==> config.mk <==
export PLATFORM = sky130hd
export DESIGN_NAME = uart_buffered_tty_engine
export DESIGN_NICKNAME = d
export VERILOG_FILES = /design/src/rtl/ubte_pkg.sv /design/src/rtl/uart_buffered_tty_engine.sv /design/src/rtl/ubte_ctrl.sv /design/src/rtl/ubte_dp.sv
export SDC_FILE = /design/constraint.sdc
export NUM_CORES = 1
export LEC_CHECK = 0
export BUFFER_PORTS_ARGS = -buffer_cell sky130_fd_sc_hd__buf_2
export CORE_MARGIN = 1
export CORE_UTILIZATION = 50
export CTS_CLUSTER_DIAMETER = 30
export DETAILED_ROUTE_END_ITERATION = 10
export PLACE_DENSITY = 0.78
export SLEW_MARGIN = 10
export SYNTH_ARGS = -nofsm -noshare
export SYNTH_HDL_FRONTEND = slang
export SYNTH_SLANG_ARGS = --single-unit
==> constraint.sdc <==
create_clock -name clk -period 3.1 [get_ports clk]
set_input_delay 0.465 -clock clk [delete_from_list [all_inputs] [get_ports clk]]
set_output_delay 0.465 -clock clk [all_outputs]
set_load 0.05 [all_outputs]
==> src/rtl/ubte_pkg.sv <==
`timescale 1ns / 1ps
package ubte_pkg;

  localparam int BUF_DEPTH_DEF = 64;
  localparam int CNT_W         = 16;
  localparam int NUM_CNT       = 6;

  localparam logic [7:0] CH_NL = 8'h0A;
  localparam logic [7:0] CH_CR = 8'h0D;

  // Counter slots
  localparam int IX_OVERRUN = 0;
  localparam int IX_NOISE   = 1;
  localparam int IX_FRAMING = 2;
  localparam int IX_PARITY  = 3;
  localparam int IX_TXFULL  = 4;
  localparam int IX_RXFULL  = 5;

  typedef enum logic [1:0] {
    MODE_WRITE = 2'd0,
    MODE_READ  = 2'd1,
    MODE_RECV  = 2'd2,
    MODE_TXRDY = 2'd3
  } mode_t;

  typedef enum logic [1:0] {
    ST_OK       = 2'd0,
    ST_TX_FULL  = 2'd1,
    ST_RX_EMPTY = 2'd2
  } status_t;

  typedef enum logic [1:0] {
    S_IDLE,
    S_EXEC,
    S_CR,
    S_RESP
  } state_t;

  typedef struct packed {
    mode_t      mode;
    logic [7:0] data_byte;
    logic       err_overrun;
    logic       err_noise;
    logic       err_framing;
    logic       err_parity;
  } item_t;

  typedef struct packed {
    logic [1:0]       status;
    logic [7:0]       byte_out;
    logic             byte_valid;
    logic             tx_irq_on;
    logic [CNT_W-1:0] cnt_uart_overrun;
    logic [CNT_W-1:0] cnt_uart_noise;
    logic [CNT_W-1:0] cnt_uart_framing;
    logic [CNT_W-1:0] cnt_uart_parity;
    logic [CNT_W-1:0] cnt_tx_full;
    logic [CNT_W-1:0] cnt_rx_full;
  } result_t;

  // controller -> datapath
  typedef struct packed {
    logic latch;
    logic exec;
    logic put_cr;
  } ctrl_cmd_t;

  // datapath -> controller
  typedef struct packed {
    logic cr_pending;
  } dp_stat_t;

  function automatic logic [CNT_W-1:0] sat_inc(input logic [CNT_W-1:0] v);
    return (v == {CNT_W{1'b1}}) ? v : v + 1'b1;
  endfunction

endpackage

==> src/rtl/uart_buffered_tty_engine.sv <==
`timescale 1ns / 1ps
// Channel   | Handshake                  | Payload
// ----------+----------------------------+-----------------
// command   | start / busy (start&!busy) | item (item_t)
// result    | done strobe, one cycle     | result (result_t)
// config    | cfg_valid / cfg_ready      | cfg_data (cr_after_newline)
//
// An item passes through S_EXEC and S_RESP before the next start is possible,
// and through S_CR between them when a newline write also appends a carriage
// return: one write port per ring puts the two bytes in on separate cycles, and ring read data is registered.
// Reset (rst, synchronous) empties both rings, clears the counters and the
// transmit interrupt flag, and sets cr_after_newline. No clearing pass.
// The result is shown with done for one cycle; the receiver cannot stall it.
module uart_buffered_tty_engine
  import ubte_pkg::*;
#(
  parameter int BUF_DEPTH = BUF_DEPTH_DEF
) (
  input  logic    clk,
  input  logic    rst,
  input  logic    start,
  output logic    busy,
  input  item_t   item,
  output logic    done,
  output result_t result,
  input  logic    cfg_valid,
  output logic    cfg_ready,
  input  logic    cfg_data
);

  ctrl_cmd_t cmd;
  dp_stat_t  stat;

  assign cfg_ready = 1'b1;

  ubte_ctrl u_ctrl (
    .clk   (clk),
    .rst   (rst),
    .start (start),
    .stat  (stat),
    .cmd   (cmd),
    .busy  (busy),
    .done  (done)
  );

  ubte_dp #(
    .BUF_DEPTH (BUF_DEPTH)
  ) u_dp (
    .clk      (clk),
    .rst      (rst),
    .cmd      (cmd),
    .item     (item),
    .cfg_we   (cfg_valid && cfg_ready),
    .cfg_data (cfg_data),
    .stat     (stat),
    .result   (result)
  );

`ifndef SYNTHESIS
  a_accept_busy: assert property (@(posedge clk) disable iff (rst)
    start && !busy |=> busy && !done)
    else $error("accepted transaction did not raise busy");

  a_done_pulse: assert property (@(posedge clk) disable iff (rst)
    done |=> !done)
    else $error("result strobe longer than one cycle");

  a_done_busy: assert property (@(posedge clk) disable iff (rst)
    done |-> busy)
    else $error("result shown while idle");

  a_byte_status: assert property (@(posedge clk) disable iff (rst)
    done && result.byte_valid |-> result.status == ST_OK)
    else $error("byte delivered with error status");
`endif

endmodule

==> src/rtl/ubte_ctrl.sv <==
`timescale 1ns / 1ps
module ubte_ctrl
  import ubte_pkg::*;
(
  input  logic      clk,
  input  logic      rst,
  input  logic      start,
  input  dp_stat_t  stat,
  output ctrl_cmd_t cmd,
  output logic      busy,
  output logic      done
);

  state_t state, state_next;

  always_ff @(posedge clk) begin
    if (rst) begin
      state <= S_IDLE;
    end else begin
      state <= state_next;
    end
  end

  always_comb begin
    state_next = state;
    unique case (state)
      S_IDLE: begin
        if (start) state_next = S_EXEC;
      end
      S_EXEC: begin
        // newline with CR insertion needs a second ring write
        state_next = stat.cr_pending ? S_CR : S_RESP;
      end
      S_CR: begin
        state_next = S_RESP;
      end
      S_RESP: begin
        state_next = S_IDLE;
      end
      default: begin
        state_next = S_IDLE;
      end
    endcase
  end

  always_comb begin
    cmd  = '0;
    busy = 1'b1;
    done = 1'b0;
    unique case (state)
      S_IDLE: begin
        busy      = 1'b0;
        cmd.latch = start;
      end
      S_EXEC: begin
        cmd.exec = 1'b1;
      end
      S_CR: begin
        cmd.put_cr = 1'b1;
      end
      S_RESP: begin
        done = 1'b1;
      end
      default: begin
        busy = 1'b1;
      end
    endcase
  end

endmodule

==> src/rtl/ubte_dp.sv <==
`timescale 1ns / 1ps
module ubte_dp
  import ubte_pkg::*;
#(
  parameter int BUF_DEPTH = BUF_DEPTH_DEF
) (
  input  logic      clk,
  input  logic      rst,
  input  ctrl_cmd_t cmd,
  input  item_t     item,
  input  logic      cfg_we,
  input  logic      cfg_data,
  output dp_stat_t  stat,
  output result_t   result
);

  localparam int IDX_W = $clog2(BUF_DEPTH);
  localparam logic [IDX_W-1:0] LAST = IDX_W'(BUF_DEPTH - 1);

  logic [7:0] tx_mem [BUF_DEPTH];
  logic [7:0] rx_mem [BUF_DEPTH];
  logic [7:0] tx_rd, rx_rd;

  item_t            cur;
  logic [IDX_W-1:0] tx_head, tx_tail, rx_head, rx_tail;
  logic [IDX_W-1:0] tx_head_nx, tx_tail_nx, rx_head_nx, rx_tail_nx;
  logic             tx_irq;
  logic             cr_en;
  logic [1:0]       status;
  logic             bvalid;
  logic             sel_tx;
  logic [CNT_W-1:0] cnt [NUM_CNT];
  logic [NUM_CNT-1:0] inc;

  logic tx_full, rx_full, tx_empty, rx_empty;
  logic do_tx_put, do_rx_put, do_tx_get, do_rx_get;
  logic [7:0] tx_wdata;

  always_comb begin
    tx_head_nx = (tx_head == LAST) ? '0 : tx_head + 1'b1;
    tx_tail_nx = (tx_tail == LAST) ? '0 : tx_tail + 1'b1;
    rx_head_nx = (rx_head == LAST) ? '0 : rx_head + 1'b1;
    rx_tail_nx = (rx_tail == LAST) ? '0 : rx_tail + 1'b1;

    tx_full  = (tx_head_nx == tx_tail);
    rx_full  = (rx_head_nx == rx_tail);
    tx_empty = (tx_head == tx_tail);
    rx_empty = (rx_head == rx_tail);

    do_tx_put = (cmd.exec && cur.mode == MODE_WRITE) || cmd.put_cr;
    do_rx_put = cmd.exec && cur.mode == MODE_RECV;
    do_rx_get = cmd.exec && cur.mode == MODE_READ && !rx_empty;
    do_tx_get = cmd.exec && cur.mode == MODE_TXRDY && !tx_empty;
    tx_wdata  = cmd.put_cr ? CH_CR : cur.data_byte;

    inc              = '0;
    inc[IX_OVERRUN]  = do_rx_put && cur.err_overrun;
    inc[IX_NOISE]    = do_rx_put && cur.err_noise;
    inc[IX_FRAMING]  = do_rx_put && cur.err_framing;
    inc[IX_PARITY]   = do_rx_put && cur.err_parity;
    inc[IX_TXFULL]   = do_tx_put && tx_full;
    inc[IX_RXFULL]   = do_rx_put && rx_full;

    stat.cr_pending = (cur.mode == MODE_WRITE) && (cur.data_byte == CH_NL) && cr_en;
  end

  // Ring storage, one write and one registered read per ring
  always_ff @(posedge clk) begin
    if (do_tx_put && !tx_full) tx_mem[tx_head] <= tx_wdata;
    if (do_tx_get) tx_rd <= tx_mem[tx_tail];
  end

  always_ff @(posedge clk) begin
    if (do_rx_put && !rx_full) rx_mem[rx_head] <= cur.data_byte;
    if (do_rx_get) rx_rd <= rx_mem[rx_tail];
  end

  always_ff @(posedge clk) begin
    if (cmd.latch) cur <= item;
  end

  always_ff @(posedge clk) begin
    if (rst) begin
      tx_head <= '0;
      tx_tail <= '0;
      rx_head <= '0;
      rx_tail <= '0;
      tx_irq  <= 1'b0;
      cr_en   <= 1'b1;
      status  <= ST_OK;
      bvalid  <= 1'b0;
      sel_tx  <= 1'b0;
      for (int k = 0; k < NUM_CNT; k++) cnt[k] <= '0;
    end else begin
      if (cfg_we) cr_en <= cfg_data;
      if (cmd.latch) begin
        status <= ST_OK;
        bvalid <= 1'b0;
      end
      if (do_tx_put) begin
        if (tx_full) begin
          status <= ST_TX_FULL;
        end else begin
          tx_head <= tx_head_nx;
          tx_irq  <= 1'b1;
        end
      end
      if (do_rx_put && !rx_full) rx_head <= rx_head_nx;
      if (cmd.exec && cur.mode == MODE_READ && rx_empty) status <= ST_RX_EMPTY;
      if (do_rx_get) begin
        rx_tail <= rx_tail_nx;
        bvalid  <= 1'b1;
        sel_tx  <= 1'b0;
      end
      if (cmd.exec && cur.mode == MODE_TXRDY && tx_empty) tx_irq <= 1'b0;
      if (do_tx_get) begin
        tx_tail <= tx_tail_nx;
        bvalid  <= 1'b1;
        sel_tx  <= 1'b1;
      end
      for (int k = 0; k < NUM_CNT; k++) begin
        if (inc[k]) cnt[k] <= sat_inc(cnt[k]);
      end
    end
  end

  always_comb begin
    result.status           = status;
    result.byte_out         = bvalid ? (sel_tx ? tx_rd : rx_rd) : 8'h00;
    result.byte_valid       = bvalid;
    result.tx_irq_on        = tx_irq;
    result.cnt_uart_overrun = cnt[IX_OVERRUN];
    result.cnt_uart_noise   = cnt[IX_NOISE];
    result.cnt_uart_framing = cnt[IX_FRAMING];
    result.cnt_uart_parity  = cnt[IX_PARITY];
    result.cnt_tx_full      = cnt[IX_TXFULL];
    result.cnt_rx_full      = cnt[IX_RXFULL];
  end

endmodule
[After elaboration in Yosys (flattened, before gate mapping)]
Memory sizes are Yosys's and may differ from the RTL's. A register that Yosys moved wholly into a read port is not among the register bits.
Cells that the tools add are included.
Word-level totals
  memories kept: 3
  bits of input ports: 19
  RAM bits: 1120
  output and inout bits: 111
  flip-flop bits (word level): 46
Cells by class
  reduce and logical (&&, ||, !) cells: 30
  add/sub/neg operators: 10
  multiplexer cells: 60
  equality and inequality tests: 22
  bitwise operators: 7
Memory list
  u_dp.rx_mem: words 64, width 8, read ports 1, clocked after memory_dff 1, write ports 1, RTL line ubte_dp.sv:21  | logic [7:0] rx_mem [BUF_DEPTH];
  u_dp.tx_mem: words 64, width 8, read ports 1, clocked after memory_dff 1, write ports 1, RTL line ubte_dp.sv:20  | logic [7:0] tx_mem [BUF_DEPTH];
  u_dp.cnt: words 6, width 16, read ports 6, clocked after memory_dff 0, write ports 6, RTL line ubte_dp.sv:32  | logic [CNT_W-1:0] cnt [NUM_CNT];
Operator list (number)
  $mux W16: 12
  $add A16 B1 Y16 const B: 6
  $eq A16 B16 Y1 const B: 6
  $mux W1: 35
  $add A6 B1 Y6 const B: 4
  $eq A6 B6 Y1: 4
  $eq A6 B6 Y1 const B: 4
  $mux W6: 4
  $mux W8: 3
  $logic_and A1 B1 Y1: 18
  $mux W2: 5
  $eq A2 B2 Y1 const B: 4
  $eq A8 B4 Y1 const B: 1
  $pmux W2 S4: 1
  $or A1 B1 Y1: 6
  $eq A2 B1 Y1 const B: 2
  $logic_not A1 Y1: 4
  $logic_not A2 Y1: 2
  $reduce_or A2 Y1: 2
  $reduce_bool A3 Y1: 1
  $ne A2 B2 Y1 const B: 1
  $reduce_and A2 Y1: 1
  $reduce_bool A2 Y1: 1
  $logic_or A1 B1 Y1: 1
  $not A1 Y1: 1

[Depth between registers and ports, before layout]
  word-level depth: 9
  depth in mapped cells: 10

[Cells and area by module]
From an unflattened synthesis, not the netlist that was laid out.
Second synthesis, totals
  cells, all modules: 2499
  area total of the unflattened synthesis: 48076.1 sq um
By module, submodules not included
  ubte_dp: seq. area each 35133.7 sq um, instances 1, cells each 2479, area an instance 47898.4 sq um
  ubte_ctrl: seq. area each 40.0 sq um, instances 1, cells each 18, area an instance 166.4 sq um
  uart_buffered_tty_engine: seq. area each 0.0 sq um, instances 1, cells each 2, area an instance 11.3 sq um

[Worst setup path after synthesis]
No wires, ideal clock.
  kind: register -> register
  from: register u_dp.rx_head[0]
  to: memory u_dp.cnt[5][0], in the netlist u_dp.cnt[0][80] (enable)
  stages on the path, launching flop included: 9
  period minus slack after synthesis: 3.362 ns
  data arrival time: 2.950 ns
  path buffers: 0
  required time: 2.689 ns
  path slack: -0.262 ns
  path through: dfxtp_1 -> ha_1 -> xnor2_1 -> nand2_1 -> a2111oi_4 -> o311ai_2 -> nor3_1 -> nand2_1 -> o21ai_0
RTL lines
  start, declared: RTL line ubte_dp.sv:25  | logic [IDX_W-1:0] tx_head, tx_tail, rx_head, rx_tail;
  start signal, assigned: RTL line ubte_dp.sv:108  | if (do_rx_put && !rx_full) rx_head <= rx_head_nx;
  end, declared: RTL line ubte_dp.sv:32

[Worst setup path in the final report]
  from: register u_dp.rx_head[2]
  to: memory u_dp.rx_mem[21][2] (enable)
On the way
  longest elaborated chain between the ends: 7
  elaborated cells on any way between the ends: 8
  those cells by class: add/sub: 1; eq/ne: 2; mux: 3; reduce/logical: 2
Ends and longest elaborated chain
  $add A6 B1 Y6 or $eq A6 B6 Y1 (tied branches): RTL line ubte_dp.sv:42  | rx_head_nx = (rx_head == LAST) ? '0 : rx_head + 1'b1;
  $mux W6: RTL line ubte_dp.sv:42
  $eq A6 B6 Y1: RTL line ubte_dp.sv:46  | rx_full = (rx_head_nx == rx_tail);
  $logic_not A1 Y1: RTL line ubte_dp.sv:74  | if (do_rx_put && !rx_full) rx_mem[rx_head] <= cur.data_byte;
  $logic_and A1 B1 Y1: RTL line ubte_dp.sv:74
  $mux W1: RTL line ubte_dp.sv:74
  $mux W1 (not written as such): RTL line ubte_dp.sv:74
  end, declared: RTL line ubte_dp.sv:21
Several ways; a longest one is shown, not always the timed one.

==> results.md <==
* Die X at 311 µm
* Slew HR at 22.6%
* DRT Wirelength at 118000 µm
* CTS Buf Count at 185
* Fin cells at 4318
* FMAX at 0.332 GHz
* Netlist cell types at 67
* Slowest cell on crit path: or4b_1
* Core Box Area at 0.0939 mm²
* Final cycle utilization of the critical path at 97.0%
* Placed insts at 3957
* WL/cell at 27.4 µm
* Vias at 26.5k
* Seq/Total Area, Yosys at 73.8%
* Syn Nets at 2512
* Pin count of the biggest net entering global routing at 78
* Yosys reg bits at 1182
* Worst Max-Slew Pin Slew at 1160 ps
* Gp weighted congestion at 0.905
* Leak pwr at 0.0188 µW
* Count leader, synth: edfxtp_1
* Post-synthesis async set-or-reset flop share at 0%
* Clock tree sinks at 1182
* Die Y at 311 µm
* Pwr Density at 762 mW/mm²
* IO buf count at 128
* Setup tns final at 0 ps
* R2R cell count at 9
* Max H-tree Level at 4
* Area occupied by multi-input gates at 0.0119 mm²
* Final worst slack at 92.0 ps
* Post-route cell area at 0.0580 mm²
* Vias in the first global route at 27.1k
* Layout area overhead at 21.7%
* Number of synthesized flops with an enable pin at 1150
* Root Buffer: clkbuf_16
* Hold-critical path endpoint: u_ctrl.state[1]$_SDFFE_PP0P_
* Critical path class: reg -> reg
* Endpoints failing hold at 0
* Synth Cell Area at 0.0477 mm²
* First-pass GRT wire length at 176000 µm
* Tmin final at 3010 ps
* Post-route ant nets at 0
* Flop2flop setup slack at 90 ps
* Cell Chain, Critical Path: nand3_2 -> xnor2_1 -> o311ai_2 -> o31ai_4 -> buf_4 -> or4b_1 -> buf_4 -> nor2_1 -> buf_4
* Residual DRC at 0
* Initial DRC Count at 3232
* Max clock buf depth at 3
* Syn avg cell area at 19.2 µm²
* Status: completed
* Max cap viols at 0
* Full die area at 0.0966 mm²
* Total power at 44200 µW
* Hpwl dp at 69100 µm
* FF/Latch Area at 0.0352 mm²
* Largest area contributor in the synthesized netlist: edfxtp_1
* R2R Path End: u_dp.rx_mem[21][2]$_DFFE_PP_
* Fin. max-slew vios at 0
* Worst EP arrival at 3480 ps
* Syn Inst Count at 2478
* Worst-path maximum fanout at 8
* Post-DP Area at 0.0512 mm²
* Reg clk slew, reported paths at 50 ps
* Most used cell, CP: buf_4
* 1st-pass router iterations at 5
* I/O Pins at 130
* Post-CTS Setup Bufs at 0
* Area contributors post-synth: edfxtp_1 72%, mux4_2 14%, nor2_1 2.2%
* Clock Latency Late Sink at 790 ps
* # nets final at 2940
* Gr usage total at 24.5%
* RR Startpoint: u_dp.rx_head[2]$_SDFFE_PP0P_
* Average vias per placed instance at 6.13
* Initial antenna violation count at 2
* CTS tree: yes
* Final setup fails at 0
* Top cells by count, synth: 1150 x edfxtp_1, 301 x mux4_2, 276 x nor2_1, 77 x nand2_1, 62 x xor2_1
* Initial Util at 50.8%
* Worst ir drop on vdd at 0.000740 V
* WP data required at 3570 ps
* Hold_sp: start
* Dpl ws at 25.1 ps
* Synth warnings at 0
* Synth Flop Type: edfxtp_1
* Grt ovf at 0
* Setup Skew at 56.8 ps
* FP Rows at 112
* CP endpoint kind: flop
* HP Class: in -> reg
* Top cell type's share of synthesized area at 72.4%
* Startpoint Class: flop
* Layout cells sized above 1 at 33.6%
* WHS Path Cells at 4
* Crit path largest cell delay at 500 ps
* Fill cell count at 6148
-- layout by cell type (no fill, tap or decap), drive strengths merged, types with 23 or more instances in the layout --
cell	n
edfxtp	1150
buf	360
mux4	301
nor2	277
clkbuf	198
nand2	77
xor2	62
clkinv	62
inv	53
nand3	45
xnor2	43
a21oi	35
nor2b	35
mux2i	34
dfxtp	32
bufinv	26
and3	25
a211oi	23
clkinvlp	23
-- routing by layer --
metal  up-vias  GRT usage (%)  share of wire, %
li1      10867              -                 -
met1     13720           32.6                38
met2      1626           40.0                50
met3       260           4.93               8.8
met4         4           9.54               3.3
met5         -              0             0.019
-- report_power, final --
part	internal, µW	switching [µW]
clock	13400	8030
combinational	884	2780
sequential	18900	217
total	33200	11000
-- timing repair --
| action | 4_1_cts | 5_1_grt |
|---|---|---|
| endpoints found under the setup margin | 29 | 397 |
| gates resized for setup | 2 | 14 |
| gates cloned | 0 | 0 |
| hold endpoints to repair | 15 | 0 |
| hold buffers | 16 | 0 |
| pin swaps | 0 | 2 |
-- sequential cells by signal, summed over array words and instances (netlist names) --
signal / flops
u_dp.sel_tx: 1
u_dp.rx_head: 6
u_dp.rx_tail: 6
u_dp.cr_en: 1
u_dp.tx_rd: 8
u_dp.tx_irq: 1
u_dp.bvalid: 1
u_dp.status: 2
u_dp.rx_rd: 8
u_dp.cur: 14
u_ctrl.state: 2
u_dp.tx_head: 6
u_dp.rx_mem: 512
u_dp.cnt: 96
u_dp.tx_mem: 512
u_dp.tx_tail: 6
-- worst max path at each step --
| stage | from | endpoint | slack (ps) | cells past startpoint |
|---|---|---|---|---|
| after floorplan | u_dp.rx_head[0]$_SDFFE_PP0P_ | u_dp.cnt[0][80]$_SDFFCE_PN0P_ | 170 | 8 |
| after global placement | u_dp.rx_head[0]$_SDFFE_PP0P_ | u_dp.cnt[0][90]$_SDFFCE_PN0P_ | 30 | 10 |
| after detailed placement | u_dp.rx_head[0]$_SDFFE_PP0P_ | u_dp.cnt[0][90]$_SDFFCE_PN0P_ | 30 | 10 |
| after CTS | u_dp.rx_head[0]$_SDFFE_PP0P_ | u_dp.rx_mem[58][3]$_DFFE_PP_ | 8 | 8 |
| after global routing | u_dp.rx_head[2]$_SDFFE_PP0P_ | u_dp.rx_mem[21][2]$_DFFE_PP_ | -10 | 9 |
| final | u_dp.rx_head[2]$_SDFFE_PP0P_ | u_dp.rx_mem[21][2]$_DFFE_PP_ | 90 | 9 |
-- cell type report --
type / instances / area share [%]
multi-input cells: 1143 / 20.5
well taps: 1254 / 2.70
clock buffers: 198 / 8.06
clock inverters: 146 / 3.27
inverters: 18 / 0.116
repair buffers: 376 / 4.73
diodes: 1 / 0.00431
flip-flops and latches: 1182 / 60.7
-- logic make-up (layout without fill, tap and decap cells) --
logic type / count (synthesis) / in the layout / synth area share [%]
AO/OA/AOI/OAI: 130 / 130 / 1.93
XOR/XNOR: 105 / 105 / 1.97
adder cells (fa/ha/maj): 15 / 15 / 0.394
buffers and inverters: 153 / 738 / 1.48
flip-flops: 1182 / 1182 / 73.8
multiplexers: 339 / 339 / 15.0
other: 1 / 2 / 0.00787
AND/OR/NAND/NOR: 553 / 553 / 5.40
-- metrics by stage --
stage | hold WS [ps] | util [%]
after CTS | 207 | 61.8
after detailed placement | 556 | 54.6
after global routing | 248 | 61.8
final | 253 | 61.8
after floorplan | 442 | -
after global placement | 533 | 54.6
-- worst max-delay path, delay by kind of cell (launching register included) --
| family | cells | cell delay [ps] |
|---|---|---|
| AO/OA/AOI/OAI | 2 | 560 |
| XOR/XNOR | 1 | 210 |
| buffers and inverters | 3 | 580 |
| flip-flops | 1 | 490 |
| AND/OR/NAND/NOR | 3 | 870 |
Note: power is estimated with default switching activity, not from simulation.
